--- src/hdl/ctrm_pkg.sv ---
// ctrm_pkg: shared constants, types and helpers of the card table range marker
// used by every module under hdl; depends on nothing

package ctrm_pkg;

    // fixed field widths
    localparam int ADDR_W     = 32;
    localparam int HEAP_SIZE_W = 26;
    localparam int PCT_W      = 7;
    localparam int CNT_W      = 17;
    localparam int CFG_IDX_W  = 2;

    localparam logic [CNT_W-1:0] CNT_MAX = '1;

    // defaults of the top level parameters
    localparam int CARD_SHIFT_DEF = 9;
    localparam int MAX_CARDS_DEF  = 65536;

    // cards per memory row is 2**ROW_LOG2_MAX at most
    localparam int ROW_LOG2_MAX = 5;

    // depth of the queues between and behind the two halves
    localparam int QUEUE_DEPTH = 2;

    // dirty ratio is compared in percent
    localparam int PERCENT_SCALE = 100;

    // configuration register indexes
    localparam logic [CFG_IDX_W-1:0] CFG_HEAP_BASE = 2'd0;
    localparam logic [CFG_IDX_W-1:0] CFG_HEAP_SIZE = 2'd1;
    localparam logic [CFG_IDX_W-1:0] CFG_SAT_PCT   = 2'd2;

    // input action codes
    localparam logic ACT_MARK  = 1'b0;
    localparam logic ACT_CLEAR = 1'b1;

    typedef struct packed {
        logic [CNT_W-1:0] newly_dirtied;
        logic [CNT_W-1:0] dirty_count;
        logic             saturated;
        logic             saturation_event;
    } t_result;

    // counts saturate at the field maximum
    function automatic logic [CNT_W-1:0] clip_count(input logic [31:0] value);
        return (value > 32'(CNT_MAX)) ? CNT_MAX : value[CNT_W-1:0];
    endfunction

endpackage

--- src/hdl/ctrm_fifo.sv ---
// ctrm_fifo: small first-in first-out queue of flip-flops
// depends on ctrm_pkg for the default depth

module ctrm_fifo
    import ctrm_pkg::*;
#(
    parameter int WIDTH = 8,
    parameter int DEPTH = QUEUE_DEPTH
) (
    input  logic             i_clk,
    input  logic             i_rst_n,
    input  logic             i_push,
    input  logic [WIDTH-1:0] i_data,
    output logic             o_full,
    input  logic             i_pop,
    output logic [WIDTH-1:0] o_data,
    output logic             o_empty
);

    localparam int AW = (DEPTH > 1) ? $clog2(DEPTH) : 1;

    logic [WIDTH-1:0] r_buf [DEPTH];
    logic [AW-1:0]    r_wr, n_wr;
    logic [AW-1:0]    r_rd, n_rd;
    logic [AW:0]      r_count, n_count;
    logic             w_do_push;
    logic             w_do_pop;

    assign o_full    = (r_count == (AW+1)'(DEPTH));
    assign o_empty   = (r_count == '0);
    assign o_data    = r_buf[r_rd];
    assign w_do_push = i_push && !o_full;
    assign w_do_pop  = i_pop && !o_empty;

    always_comb begin
        n_wr    = r_wr;
        n_rd    = r_rd;
        n_count = r_count;
        if (w_do_push) begin
            n_wr = (r_wr == AW'(DEPTH - 1)) ? '0 : r_wr + 1'b1;
        end
        if (w_do_pop) begin
            n_rd = (r_rd == AW'(DEPTH - 1)) ? '0 : r_rd + 1'b1;
        end
        if (w_do_push && !w_do_pop) begin
            n_count = r_count + 1'b1;
        end else if (w_do_pop && !w_do_push) begin
            n_count = r_count - 1'b1;
        end
    end

    always_ff @(posedge i_clk) begin
        if (!i_rst_n) begin
            r_wr    <= '0;
            r_rd    <= '0;
            r_count <= '0;
        end else begin
            r_wr    <= n_wr;
            r_rd    <= n_rd;
            r_count <= n_count;
        end
    end

    always_ff @(posedge i_clk) begin
        if (w_do_push) begin
            r_buf[r_wr] <= i_data;
        end
    end

endmodule

--- config.mk ---
export PLATFORM = sky130hd
export DESIGN_NAME = ctrm_fifo
export DESIGN_NICKNAME = d
export VERILOG_FILES = /design/src/hdl/ctrm_pkg.sv /design/src/hdl/ctrm_fifo.sv
export SDC_FILE = /design/constraint.sdc
export NUM_CORES = 1
export LEC_CHECK = 0
export BUFFER_PORTS_ARGS = -buffer_cell sky130_fd_sc_hd__buf_4
export CAP_MARGIN = 10
export CORE_MARGIN = 3
export CORE_UTILIZATION = 55
export CTS_BUF_LIST = sky130_fd_sc_hd__clkbuf_4
export CTS_CLUSTER_SIZE = 14
export DETAILED_ROUTE_END_ITERATION = 16
export PLACE_DENSITY_LB_ADDON = 0.12
export SETUP_SLACK_MARGIN = 0.3
export SLEW_MARGIN = 40
export SYNTH_ARGS = -nofsm -noshare
export SYNTH_HDL_FRONTEND = slang
export SYNTH_SLANG_ARGS = --single-unit
--- constraint.sdc ---
create_clock -name i_clk -period 4.5 [get_ports i_clk]
set_clock_uncertainty 0.05 [all_clocks]
set_input_delay 0.675 -clock i_clk [delete_from_list [all_inputs] [get_ports i_clk]]
set_output_delay 0.675 -clock i_clk [all_outputs]
set_load 0.01 [all_outputs]
==> flow_metrics.tcl <==
set metrics [dict create \
    outcome "completed" \
    cts_buffers 3 \
    setup_tns_ns 0 \
    grt_max_degree 13 \
    period_share_pct 46.4 \
    worstPathRequired_ns 3.77 \
    r2r_end "r_count[1]" \
    final_hold_viol_count 0 \
    ant_nets 0 \
    crit_path_end "o_data[6]" \
    yosys_warnings 0 \
    rows 13 \
    regArea_um2 581 \
    slew_violations 0 \
    p_per_area_nw_per_um2 542 \
    post-route-min-period_ns 2.09 \
    gp_congestion 0.626 \
    postCtsSetupBuffers 0 \
    cts.clk_slew.worst_paths_ns 0.11 \
    arrival_ns 1.36 \
    reg2reg_slack_ns 2.80 \
    drive_gt1_share_pct 47.3 \
    synth_nets 63 \
    netlist_area_um2 810 \
    syn2layout_area_growth_pct 24.6 \
    yosysTopAreaCellShare_pct 59.4 \
    fmax_mhz 479 \
    hold_class "register to register" \
    die_h_um 44.4 \
    vias 459 \
    ctsHoldBuffers 0 \
    setup-violations-final 0 \
    io_pins 22 \
    fill_cells 87 \
    r2r_cells 6 \
    final_common_cell "buf_4" \
    path_class "register to output port" \
    yosys.area.top_type "edfxtp_1" \
    wl_um 1280 \
    avgSynthCellArea_um2 16.2 \
    die_w_um 44.4 \
    max_slew_margin_pct 56.4 \
    core_um2 1330 \
    netlist_instances 50 \
    ctsResizeCount 0 \
    layout.nets 88 \
    grt_pass1_wl_um 2240 \
    mostFrequentLayoutCells "21 x buf_4, 16 x edfxtp_1, 8 x mux2_2" \
    antenna_found_initial 0 \
    cp-end-kind "output port" \
    crit_fanout 8 \
    dr.pass1.iters 4 \
    rr_startpoint "r_count[0]" \
    rsz0062_at_grt "no" \
    max-cap-violations 0 \
    cts.sinks 21 \
    insertion_delay_ns 0.29 \
    multi_input_area_um2 216 \
    synth.area.top_cells "edfxtp_1 59%, dfxtp_1 12%, mux2_2 11%" \
    yosysSeqAreaShare_pct 71.7 \
    tritoncts "yes" \
    dieArea_um2 1970 \
    synth-seq-cells 21 \
    cts_root_buf "clkbuf_4" \
    drtIter0Drc 7 \
    cts.path.max_buffers 2 \
    yosysUniqueCellTypes 20 \
    grt_pass1_vias 482 \
    ir_worst_vdd_v 0.000314 \
    wl_per_cell_um 14.3 \
    cts.htree.levels 1 \
    fin_hold_ws_ns 0.487 \
    start_util_pct 60.7 \
    startpoint_type "register" \
    routed_via_density 5.16 \
    drc 0 \
    grt_usage_pct 16.5 \
    p_leak_nw 0.399 \
    gr-total-overflow 0 \
    dpl.hpwl_um 1010 \
    antenna_cells 0 \
    port_buffers 21 \
    max_slew.worst_pin.slew_ns 0.651 \
]
==> critical path, stage by stage (launching register included) <==
cell	delay (ns)
dfxtp_1	0.53
mux2_2	0.39
buf_4	0.15
==> flip-flops by register name, indices dropped and copies added, names as in the netlist, named ones only <==
register and flops:
r_buf 16, r_count 2, r_rd 1, r_wr 1
==> synthesized netlist by cell type (all sizes together) <==
library cell / n
nor2: 2
nand2b: 1
mux2: 8
and3: 1
and2: 3
edfxtp: 16
ha: 1
xor2: 1
nor3: 1
inv: 2
or3: 1
buf: 1
o21ai: 2
xnor2: 2
dfxtp: 5
a21boi: 2
o21a: 1
==> how the worst min path moves through the flow <==
stage	from	end	slack (ns)	cells past startpoint
6_report	r_count[1]	r_count[1]	0.49	2
5_1_grt	i_data[0]	r_buf[1][0]	0.49	1
4_1_cts	r_count[1]	r_count[1]	0.48	2
3_5_place_dp	r_count[1]	r_count[1]	0.46	2
3_3_place_gp	r_count[1]	r_count[1]	0.45	2
2_1_floorplan	r_count[1]	r_count[1]	0.43	2
==> report_power, final <==
group          switching, W  internal [W]  total [W]
Sequential        0.0000255      0.000248   0.000273
Clock             0.0000523     0.0000331  0.0000854
Combinational     0.0000846      0.000104   0.000188
Total              0.000162      0.000384   0.000547
==> kinds of logic after synthesis <==
family	share of synthesized area (%)
buf+inv	1.54
flops	71.7
compound gates	4.02
simple gates	6.80
xor+xnor	3.25
mux	11.1
fa+ha+maj	1.55
==> area by class of cell <==
type                            count  area share [%]
Inverter                            2           0.744
Clock buffer                        3            2.23
Sequential cell                    21            57.6
Timing Repair Buffer               21            15.6
Multi-Input combinational cell     26            21.5
Clock inverter                      1           0.496
Tap cell                           15            1.86
==> metal layers <==
metal	vias to the layer above	routed length, um	GRT usage [%]
met5	-	0	0
met4	0	17	5.42
met3	2	57	2.44
met2	12	699	29.7
met1	216	500	20.1
li1	229	-	-
==> stage by stage <==
step / setup WS [ns] / cell area, um2 / total power [W] / util [%] / cells
CTS: 2.39 / 1010 / 0.000552 / 75.6 / 89
floorplan: 2.84 / 810 / 0.000387 / - / 50
global route: 2.35 / 1010 / 0.000583 / 75.6 / 89
detailed placement: 2.63 / 981 / 0.000467 / 73.5 / 85
finish: 2.41 / 1010 / 0.000547 / 75.6 / 89
global placement: 2.68 / 981 / 0.000456 / 73.5 / 85
No activity file was read; power rests on OpenSTA's default activity.
