--- src/hdl/ctrm_pkg.sv ---
// ctrm_pkg: shared constants, types and helpers of the card table range marker
// used by every module under hdl; depends on nothing

package ctrm_pkg;

    // fixed field widths
    localparam int ADDR_W     = 32;
    localparam int HEAP_SIZE_W = 26;
    localparam int PCT_W      = 7;
    localparam int CNT_W      = 17;
    localparam int CFG_IDX_W  = 2;

    localparam logic [CNT_W-1:0] CNT_MAX = '1;

    // defaults of the top level parameters
    localparam int CARD_SHIFT_DEF = 9;
    localparam int MAX_CARDS_DEF  = 65536;

    // cards per memory row is 2**ROW_LOG2_MAX at most
    localparam int ROW_LOG2_MAX = 5;

    // depth of the queues between and behind the two halves
    localparam int QUEUE_DEPTH = 2;

    // dirty ratio is compared in percent
    localparam int PERCENT_SCALE = 100;

    // configuration register indexes
    localparam logic [CFG_IDX_W-1:0] CFG_HEAP_BASE = 2'd0;
    localparam logic [CFG_IDX_W-1:0] CFG_HEAP_SIZE = 2'd1;
    localparam logic [CFG_IDX_W-1:0] CFG_SAT_PCT   = 2'd2;

    // input action codes
    localparam logic ACT_MARK  = 1'b0;
    localparam logic ACT_CLEAR = 1'b1;

    typedef struct packed {
        logic [CNT_W-1:0] newly_dirtied;
        logic [CNT_W-1:0] dirty_count;
        logic             saturated;
        logic             saturation_event;
    } t_result;

    // counts saturate at the field maximum
    function automatic logic [CNT_W-1:0] clip_count(input logic [31:0] value);
        return (value > 32'(CNT_MAX)) ? CNT_MAX : value[CNT_W-1:0];
    endfunction

endpackage

--- src/hdl/ctrm_front.sv ---
// ctrm_front: takes requests, clamps the byte range to the heap, finds first and last card
// depends on ctrm_pkg; feeds the command queue in front of ctrm_back

module ctrm_front
    import ctrm_pkg::*;
#(
    parameter int CARD_SHIFT = CARD_SHIFT_DEF,
    parameter int MAX_CARDS  = MAX_CARDS_DEF,
    localparam int CW        = $clog2(MAX_CARDS),
    localparam int TCW       = $clog2(MAX_CARDS + 1),
    localparam int CMD_W     = 2 + 2 * CW
) (
    input  logic                   i_clk,
    input  logic                   i_rst_n,
    input  logic                   i_accept,
    input  logic                   i_action,
    input  logic [ADDR_W-1:0]      i_range_start,
    input  logic [ADDR_W-1:0]      i_range_length,
    output logic                   o_stall,
    input  logic [ADDR_W-1:0]      i_heap_base,
    input  logic [HEAP_SIZE_W-1:0] i_heap_size,
    input  logic [TCW-1:0]         i_total_cards,
    input  logic                   i_cmd_full,
    output logic                   o_cmd_push,
    output logic [CMD_W-1:0]       o_cmd
);

    typedef struct packed {
        logic          clear;
        logic          none;
        logic [CW-1:0] first;
        logic [CW-1:0] last;
    } t_cmd;

    // stage one: captured request with its end address
    logic                   r1_valid, n1_valid;
    logic                   r1_clear;
    logic [ADDR_W-1:0]      r1_start;
    logic [ADDR_W:0]        r1_end;
    logic                   r1_len_zero;

    // stage two: offsets into the heap
    logic                   r2_valid, n2_valid;
    logic                   r2_clear;
    logic                   r2_none;
    logic [ADDR_W-1:0]      r2_first_off;
    logic [HEAP_SIZE_W-1:0] r2_end_off;

    logic                   w_adv1;
    logic                   w_adv2;
    logic                   w_s2_free;

    logic [ADDR_W:0]        w_end_off;
    logic [HEAP_SIZE_W-1:0] w_end_off_cl;
    logic [ADDR_W-1:0]      w_first_off;
    logic                   w_none1;

    logic [HEAP_SIZE_W-1:0] w_last_off;
    logic [ADDR_W-1:0]      w_first_idx;
    logic [HEAP_SIZE_W-1:0] w_last_idx;
    logic [TCW-1:0]         w_total_m1;
    t_cmd                   w_cmd;

    assign w_adv2    = r2_valid && !i_cmd_full;
    assign w_s2_free = !r2_valid || w_adv2;
    assign w_adv1    = r1_valid && w_s2_free;
    assign o_stall   = r1_valid && !w_s2_free;

    // stage one logic
    assign w_end_off    = r1_end - {1'b0, i_heap_base};
    assign w_end_off_cl = (w_end_off > (ADDR_W+1)'(i_heap_size)) ? i_heap_size
                                                                  : w_end_off[HEAP_SIZE_W-1:0];
    assign w_first_off  = (r1_start < i_heap_base) ? '0 : r1_start - i_heap_base;
    assign w_none1      = r1_len_zero || (i_heap_size == '0)
                          || (r1_end <= {1'b0, i_heap_base});

    // stage two logic
    assign w_last_off  = r2_end_off - 1'b1;
    assign w_first_idx = r2_first_off >> CARD_SHIFT;
    assign w_last_idx  = w_last_off >> CARD_SHIFT;
    assign w_total_m1  = i_total_cards - 1'b1;

    always_comb begin
        w_cmd.clear = r2_clear;
        w_cmd.none  = r2_none || (r2_first_off >= ADDR_W'(i_heap_size))
                      || (w_first_idx >= ADDR_W'(i_total_cards));
        w_cmd.first = CW'(w_first_idx);
        w_cmd.last  = (w_last_idx >= HEAP_SIZE_W'(i_total_cards)) ? CW'(w_total_m1)
                                                                   : CW'(w_last_idx);
    end

    assign o_cmd_push = w_adv2;
    assign o_cmd      = w_cmd;

    always_comb begin
        n1_valid = r1_valid;
        if (i_accept) begin
            n1_valid = 1'b1;
        end else if (w_adv1) begin
            n1_valid = 1'b0;
        end
        n2_valid = r2_valid;
        if (w_adv1) begin
            n2_valid = 1'b1;
        end else if (w_adv2) begin
            n2_valid = 1'b0;
        end
    end

    always_ff @(posedge i_clk) begin
        if (!i_rst_n) begin
            r1_valid <= 1'b0;
            r2_valid <= 1'b0;
        end else begin
            r1_valid <= n1_valid;
            r2_valid <= n2_valid;
        end
    end

    always_ff @(posedge i_clk) begin
        if (i_accept) begin
            r1_clear    <= (i_action == ACT_CLEAR);
            r1_start    <= i_range_start;
            r1_end      <= {1'b0, i_range_start} + {1'b0, i_range_length};
            r1_len_zero <= (i_range_length == '0);
        end
        if (w_adv1) begin
            r2_clear     <= r1_clear;
            r2_none      <= w_none1;
            r2_first_off <= w_first_off;
            r2_end_off   <= w_end_off_cl;
        end
    end

endmodule

--- config.mk ---
export PLATFORM = sky130hd
export DESIGN_NAME = ctrm_front
export DESIGN_NICKNAME = d
export VERILOG_FILES = /design/src/hdl/ctrm_pkg.sv /design/src/hdl/ctrm_front.sv
export SDC_FILE = /design/constraint.sdc
export NUM_CORES = 1
export LEC_CHECK = 0
export ABC_CLOCK_PERIOD_IN_PS = 5400
export CAP_MARGIN = 20
export CORE_MARGIN = 8
export CORE_UTILIZATION = 55
export CTS_BUF_LIST = sky130_fd_sc_hd__clkbuf_4
export CTS_CLUSTER_DIAMETER = 100
export DETAILED_ROUTE_END_ITERATION = 6
export DONT_BUFFER_PORTS = 1
export GPL_ROUTABILITY_DRIVEN = 0
export MAX_ROUTING_LAYER = met4
export PLACE_DENSITY = 0.77
export SYNTH_ARGS = -nofsm -noshare
export SYNTH_HDL_FRONTEND = slang
export SYNTH_SLANG_ARGS = --single-unit
export TNS_END_PERCENT = 1
--- constraint.sdc ---
create_clock -name i_clk -period 5.4 [get_ports i_clk]
set_input_delay 0.81 -clock i_clk [delete_from_list [all_inputs] [get_ports i_clk]]
set_output_delay 0.81 -clock i_clk [all_outputs]
set_load 0.005 [all_outputs]
==> summary.md, run 1 <==
| Metric | Value |
|---|---|
| Largest net degree at the start of global routing | `69` |
| Cell taking the most area after synthesis | `edfxtp_1` |
| Setup Skew | `0.02081 ns` |
| Pre-Repair DR Iteration Count | `6` |
| Hold_sp | `i_range_start[30]` |
| Synthesized flop and latch total | `129` |
| P_int | `2326 uW` |
| Slew Viols, Final | `0` |
| Die area | `27150 um^2` |
| # hold bufs at CTS | `0` |
| Syn Std Cell Area | `12170 um^2` |
| Synth-to-layout area growth | `7.873%` |
| Post-Layout Inst Area | `13130 um^2` |
| R2r setup slk | `0.27 ns` |
| Flop pwr share | `0.358` |
| # rows | `54` |
| Reg2reg end | `r2_end_off[18]` |
| Crit path required time | `4.59 ns` |
| H-tree levels | `4` |
| Max VDD drop | `202.0 uV` |
| Gate Count Post-Synth | `1263` |
| GRT Total Usage | `0.2287` |
| HPWL Detailed | `25510 um` |
| Die width | `164.8 um` |
| Post-synth EDFFs | `127` |
| Initial antenna violation count | `1` |
| Syn. warnings | `0` |
| Share of cells above drive strength 1 | `0.1131` |
| Final Hold Fails | `0` |
| Final wirelength | `30900 um` |
| Core Area | `21760 um^2` |
| Grt ovf | `0` |
| Worst-margin pin slew | `0.7232 ns` |
| Clock tree buffer depth | `2` |
| Highest Clock Rate | `190.1 MHz` |
| CP max-delay cell | `or4_1` |
| Outcome | `finished, final reports clean` |
| Clock group share of total power | `0.233` |
| LEAKAGE | `0.005824 uW` |
| CP arrival | `4.45 ns` |
| Post-layout util | `0.6036` |
| I/O pins | `180` |
| Critical Path Fanout Max | `8` |
| Clock Latency Late Sink | `0.55 ns` |
| Clock sink count | `129` |
| Post-Syn Nets | `1593` |
| Hold endpoint | `r1_start[30]` |
| Reg clk slew, reported paths | `0.12 ns` |
| Crit-path most repeated cell | `nor4_4` |
| Post-route minimum period | `5.261 ns` |
| Detail Route Antenna Nets | `0` |
| Initial core utilization | `0.5595` |
| Final setup vio count | `0` |
| Top cells by area, synth | `edfxtp_1 31%, ha_1 19%, xnor2_1 4.5%, a21oi_1 4.4%, a21o_1 3.9%` |
| Vias/cell | `6.161` |
| Syn avg cell area | `9.638 um^2` |
| CP endpoint kind | `output port` |
| Hold Path Depth | `0` |
| Nets | `1625` |
| # port buffers | `0` |
| Die height | `164.8 um` |
| Top_reg_cell synth | `edfxtp_1` |
| Hold Path Class | `in -> reg` |
| DR vias | `9790` |
| TritonCTS clock tree | `built` |
| Sw power | `1257 uW` |
| DP Area | `12550 um^2` |
| Seq/Total Area, Yosys | `0.3166` |
| Logic pwr share | `0.408` |
| CP Cell Sequence | `nor4_4, nand4b_1, nor4_4, nand2b_1, or4_4, nor3_4, nand2b_4, buf_4, xnor2_1, ha_1, nand2_1, or4_1, o2111ai_1, a21oi_2, buf_6, mux2_2` |
| Switching share of total power | `0.3508` |
| Fin crit share | `0.9743` |
| Async set-reset flop share out of synthesis | `0` |
| Worst-case reg-to-reg path depth | `24` |
| Synth top area share | `0.3133` |
| Bufs and invs on worst path | `2` |
| Synth top cells by count | `183 x ha_1, 127 x edfxtp_1, 109 x inv_1, 106 x a21oi_1, 90 x nor2_1` |
| First DRT Iteration DRCs | `649` |
| Max-Cap Viols | `0` |
| First-pass GRT wire length | `47830 um` |
| Most common cell in the netlist | `ha_1` |
| CTS buffer count | `17` |
| RSZ-0062 raised after global routing | `yes` |
| Vias in the first global route | `9612` |
| CTS root buffer | `clkbuf_4` |
| CP max stage delay | `0.51 ns` |
| Slew HR | `0.5179` |
| Top Family by Delay on Critical Path | `simple AND/OR/NAND/NOR gates` |
| WL per Instance | `19.45 um` |
| Fillers | `1820` |
| DRC | `0` |
| Worst R2R Start | `r1_end[0]` |
| CP startpoint kind | `flip-flop` |
| Setup CP Type | `reg -> out` |
| PD cells | `272.8 nW/um^2` |
| Synth cell types | `79` |
==> worst reg2reg max path: cells and delay by family, from the launching register on <==
family | cells | cell delay, ns
AOI/OAI and AO/OA | 13 | 2.24
buffers and inverters | 3 | 0.33
adders and majority gates | 3 | 0.83
muxes | 1 | 0.32
DFF | 1 | 0.38
xor gates and xnor gates | 1 | 0.17
and+or+nand+nor | 3 | 0.62
==> flip-flops by register name, indices dropped and copies added (netlist names) <==
register and cells:
r1_start 32, r2_clear 1, r1_end 33, r2_first_off 32, r1_len_zero 1, r1_clear 1
r2_valid 1, r1_valid 1, r2_none 1, r2_end_off 26
==> metrics by stage <==
stage                     hold slack [ns]  setup TNS, ns  cells  total power (uW)  worst slack [ns]
after detailed placement           0.4056         -4.835   1544              2712           -0.2059
after CTS                          0.3195         -2.169   1582              3550           -0.1572
final                              0.3401              0   1589              3583            0.1390
after global routing               0.3159         -2.725   1589              3783           -0.1681
after global placement             0.4016         -1.714   1544              2661          -0.07741
after floorplan                    0.4003              0   1263              2351            0.2544
==> cell families (layout without fill, tap and decap cells) <==
group,after synthesis,in the layout,synth area share
xor+xnor,106,106,0.07627
buf+inv,140,185,0.05355
fa+ha+maj,186,186,0.1930
flops,129,129,0.3166
other cells,0,1,0
simple gates,319,319,0.1335
compound gates,341,341,0.1825
mux,42,42,0.04451
==> worst max path at each step <==
stage | start | end | slack (ns) | depth (start not counted)
finish | r2_end_off[4] | o_cmd[5] | 0.14 | 16
global route | r2_end_off[4] | o_cmd[5] | -0.17 | 18
floorplan | i_heap_base[5] | r2_end_off[10] | 0.25 | 23
detailed placement | i_heap_base[0] | r2_end_off[18] | -0.21 | 24
CTS | r2_end_off[0] | o_cmd[5] | -0.16 | 17
global placement | i_heap_base[0] | r2_end_off[6] | -0.08 | 24
==> power groups by stage <==
stage | logic [uW] | clock network, uW | registers (uW)
after CTS | 1420 | 843 | 1280
after global routing | 1620 | 875 | 1290
final | 1460 | 836 | 1280
after floorplan | 1080 | 0 | 1280
after global placement | 1360 | 0 | 1300
after detailed placement | 1410 | 0 | 1300
==> final cells by class <==
| cell class | instances | area (um^2) | area share |
|---|---|---|---|
| Timing Repair Buffer | 44 | 350.3 | 0.02668 |
| Inverter | 109 | 409.1 | 0.03116 |
| Clock inverter | 14 | 239.0 | 0.01820 |
| Clock buffer | 18 | 135.1 | 0.01029 |
| Sequential cell | 129 | 3854 | 0.2935 |
| Tap cell | 280 | 350.3 | 0.02668 |
| Antenna cell | 1 | 2.502 | 0.0001906 |
| Multi-Input combinational cell | 994 | 7791 | 0.5933 |
==> routing by layer <==
layer | vias to the layer above | part of all wire | track usage
li1 | 4768 | - | -
met2 | 403 | 0.46 | 0.3703
met3 | 61 | 0.097 | 0.05384
met4 | 0 | 0.028 | 0.08518
met1 | 4558 | 0.42 | 0.2737
met5 | - | 0 | -
==> what timing repair did <==
item	in CTS	in global routing
cloned	1	0
resized for setup	14	10
hold endpoints to repair	0	0
setup endpoints to repair	16	42
pin swaps	7	11
setup buffers	5	6
==> cell usage in the layout, fill, tap and decap left out, types with 18 or more instances in the layout <==
cell,netlist,routed
mux2_2,21,21
nor2_1,90,90
buf_4,18,41
a21o_1,63,63
clkbuf_4,0,18
inv_1,109,109
a21oi_1,106,105
nand2b_1,28,27
o21ai_0,62,60
nand3_1,21,21
nor4_1,28,24
ha_1,183,183
edfxtp_1,127,127
nand4_1,25,25
nand2_1,58,58
mux2_4,19,19
nor3_1,20,19
xnor2_1,62,62
xor2_1,44,43
Power figures use the tool's default switching activity.
==> inputs of run 2 (changes only) <==
--- a/config.mk
+++ b/config.mk
@@ -5,6 +5,7 @@
 export SDC_FILE = /design/constraint.sdc
 export NUM_CORES = 1
 export LEC_CHECK = 0
+export ABC_AREA = 1
 export ABC_CLOCK_PERIOD_IN_PS = 5400
 export CAP_MARGIN = 20
 export CORE_MARGIN = 8
==> run 2 against run 1 <==
Effect of this change: final cell count increased by 38%; core utilization decreased by 1.8 points; via count increased by 28%; setup slack improved by 0.20 ns; fmax increased by 4.0%; critical path type unchanged; cell area increased by 8.5%; global-route usage increased by 2.5 points; sequential share of layout area decreased by 2.3 points; clock-buffer cell count increased by 1; synthesized area increased by 12%; sequential power about the same; power increased by 4.5%.
==> summary.md, run 2 <==
| Metric | Value |
|---|---|
| Commonest non-fill, non-tap cell in the layout | `nand2_1 (was ha_1)` |
| Max reg flops | `33 (unchanged)` |
| CP arrival | `4.25 ns (was 4.45 ns)` |
| Setup CP Type | `reg -> out (unchanged)` |
| Worst-margin pin slew | `1.041 ns (was 0.7232 ns)` |
| Syn avg cell area | `7.344 um^2 (was 9.638 um^2)` |
| Grt ovf | `0 (unchanged)` |
| Worst R2R Start | `r1_end[0] (unchanged)` |
| Final Hold Fails | `0 (unchanged)` |
| Hold Path Depth | `0 (unchanged)` |
| Synth cell types | `50 (was 79)` |
| Share of cells above drive strength 1 | `0.04460 (was 0.1131)` |
| Die width | `173.3 um (was 164.8 um)` |
| Largest reg by FF count | `r1_end (unchanged)` |
| TritonCTS clock tree | `built (unchanged)` |
| First-pass GRT wire length | `59980 um (was 47830 um)` |
| Power, Total | `3743 uW (was 3583 uW)` |
| CTS root buffer | `clkbuf_4 (unchanged)` |
| Synth-to-layout area growth | `4.659% (was 7.873%)` |
| Critical Path Fanout Max | `25 (was 8)` |
| Die area | `30050 um^2 (was 27150 um^2)` |
| Detail Route Antenna Nets | `0 (unchanged)` |
| Hold_sp | `i_action (was i_range_start[30])` |
| Outcome | `finished, final reports clean (unchanged)` |
| Initial core utilization | `0.5599 (was 0.5595)` |
| CP startpoint kind | `flip-flop (unchanged)` |
| # port buffers | `0 (unchanged)` |
| Largest net degree at the start of global routing | `69 (unchanged)` |
| Nets | `2178 (was 1625)` |
| Clock Latency Late Sink | `0.55 ns (about the same)` |
| Max-Cap Viols | `0 (unchanged)` |
| Cell taking the most area after synthesis | `edfxtp_1 (unchanged)` |
| # rows | `57 (was 54)` |
| Clock tree buffer depth | `2 (unchanged)` |
| Top_reg_cell synth | `edfxtp_1 (unchanged)` |
| Post-synth EDFFs | `127 (unchanged)` |
| Setup Skew | `0.02229 ns (was 0.02081 ns)` |
| Reg2reg end | `r2_end_off[22] (was r2_end_off[18])` |
| Slew Viols, Final | `0 (unchanged)` |
| Reg clk slew, reported paths | `0.13 ns (was 0.12 ns)` |
| Clock sink count | `129 (unchanged)` |
| Post-route minimum period | `5.061 ns (was 5.261 ns)` |
| HPWL Detailed | `32770 um (was 25510 um)` |
| Highest Clock Rate | `197.6 MHz (was 190.1 MHz)` |
| Crit path required time | `4.59 ns (about the same)` |
| Vias/cell | `5.737 (was 6.161)` |
| CTS buffer count | `17 (unchanged)` |
| Syn. warnings | `0 (unchanged)` |
| Pre-Repair DR Iteration Count | `7 (was 6)` |
| H-tree levels | `4 (unchanged)` |
| Post-Syn Nets | `2184 (was 1593)` |
| Largest registers | `r1_end (33), r1_start (32), r2_first_off (32) (unchanged)` |
| Vias in the first global route | `12166 (was 9612)` |
| R2r setup slk | `1.30 ns (was 0.27 ns)` |
| Hold Path Class | `in -> reg (unchanged)` |
| Worst-case reg-to-reg path depth | `24 (unchanged)` |
| Core Area | `24320 um^2 (was 21760 um^2)` |
| Synth top cells by count | `459 x nand2_1, 283 x inv_1, 183 x ha_1, 165 x nor2_1, 137 x a21oi_1 (was 183 x ha_1, 127 x edfxtp_1, 109 x inv_1, 106 x a21oi_1, 90 x nor2_1)` |
| Synth top area share | `0.2801 (was 0.3133)` |
| Final wirelength | `38170 um (was 30900 um)` |
| Fin crit share | `0.9372 (was 0.9743)` |
| # hold bufs at CTS | `0 (unchanged)` |
| LEAKAGE | `0.006856 uW (was 0.005824 uW)` |
| CP endpoint kind | `output port (unchanged)` |
| Gate Count Post-Synth | `1854 (was 1263)` |
| Syn Std Cell Area | `13620 um^2 (was 12170 um^2)` |
| Die height | `173.3 um (was 164.8 um)` |
| I/O pins | `180 (unchanged)` |
| DR vias | `12541 (was 9790)` |
| Top cells by area, synth | `edfxtp_1 28%, ha_1 17%, nand2_1 13%, inv_1 7.8%, a21oi_1 5.0% (was edfxtp_1 31%, ha_1 19%, xnor2_1 4.5%, a21oi_1 4.4%, a21o_1 3.9%)` |
| Synthesized flop and latch total | `129 (unchanged)` |
| Most frequent cells in the layout | `459 x nand2_1, 282 x inv_1, 183 x ha_1 (was 183 x ha_1, 127 x edfxtp_1, 109 x inv_1)` |
| Slew HR | `0.3044 (was 0.5179)` |
| Non-filler cells, final | `2186 (was 1589)` |
| Final setup vio count | `0 (unchanged)` |
| GRT Total Usage | `0.2535 (was 0.2287)` |
| DP Cell Count | `2153 (was 1544)` |
| Seq/Total Area, Yosys | `0.2830 (was 0.3166)` |
| Most common cell in the netlist | `nand2_1 (was ha_1)` |
| WL per Instance | `17.46 um (was 19.45 um)` |
| PD cells | `262.7 nW/um^2 (was 272.8 nW/um^2)` |
| Async set-reset flop share out of synthesis | `0 (unchanged)` |
| Initial antenna violation count | `1 (unchanged)` |
| DRC | `0 (unchanged)` |
| Max VDD drop | `125.2 uV (was 202.0 uV)` |
| Hold endpoint | `r1_clear (was r1_start[30])` |
| First DRT Iteration DRCs | `897 (was 649)` |
[run 2: cell types whose count changed after synthesis, sizes merged, moves of 28 or more]
| cell | change |
|---|---|
| a21oi | +31 |
| nand2b | -28 |
| nand3 | +46 |
| xnor2 | -34 |
| nand2 | +408 |
| mux2 | -40 |
| nor2 | +86 |
| inv | +182 |
| nand4 | +29 |
| a21o | -43 |
[run 2: final cells by class]
type                       count  area, um^2
fill                        2202       10070
multi-input combinational   1405        8506
sequential                   129        3854
inverter                     291        1096
tap                          324       405.4
clock inverter                13       210.2
clock buffer                  19       142.6
timing repair buffer           4       33.78
antenna                        1       2.502
[run 2: metal layers]
metal	track usage	wire length (um)	vias up
met1	0.2974	15730	5623
li1	-	-	6221
met2	0.4111	17310	571
met3	0.04574	3138	126
met4	0.1319	1982	0
met5	-	0	-
[run 2: cell families after synthesis]
| logic type | share of synthesized area |
|---|---|
| simple gates | 0.2676 |
| fa+ha+maj | 0.1726 |
| xor+xnor | 0.05596 |
| buf+inv | 0.09529 |
| flops | 0.2830 |
| compound gates | 0.1255 |
[run 2: critical path, cell delays in order (launching register included)]
cell,delay [ns]
edfxtp_1,0.38
nor3_1,0.18
nand3_1,0.15
nor2_2,0.14
nand2_1,0.10
nor2_2,0.13
nand2_1,0.16
nor2_2,0.18
nand2_1,0.12
nor2_1,0.13
xor2_1,0.20
inv_1,0.07
ha_1,0.32
inv_1,0.06
nor3_2,0.21
nor3b_2,0.25
nand4_1,0.12
nand3_1,0.12
buf_6,0.20
clkinvlp_4,0.25
nand2_1,0.15
o21ai_2,0.08
[run 2: how the worst max path moves through the flow]
stage,from,endpoint
2_1_floorplan,i_cmd_full,r2_clear
3_3_place_gp,r2_end_off[1],o_cmd[15]
3_5_place_dp,r2_end_off[7],o_cmd[15]
4_1_cts,r2_end_off[7],o_cmd[1]
5_1_grt,r2_end_off[1],o_cmd[11]
6_report,r2_end_off[7],o_cmd[1]
[run 2: where the power goes]
group          switching [uW]  leakage [uW]  internal [uW]
logic                    1100       0.00543            573
registers                55.7       0.00125           1230
clock network             363      0.000185            426
total                    1520       0.00686           2230
[run 2: what timing repair did]
item	CTS	global route
setup buffers	0	0
gates resized for setup	0	14
setup endpoints to repair	0	16
[run 2: per-stage QoR]
step                      area [um^2]  hold slack (ns)  utilization  TNS [ns]  worst slack, ns
after CTS                       14210           0.2841       0.5843         0           0.1273
after global placement          13860           0.4026       0.5698         0            1.045
after global routing            14250           0.2795       0.5859   -0.3609         -0.09652
after detailed placement        13860           0.4081       0.5698         0           0.7720
final                           14250           0.3443       0.5859         0           0.3391
after floorplan                 13620           0.4003            -         0            1.152
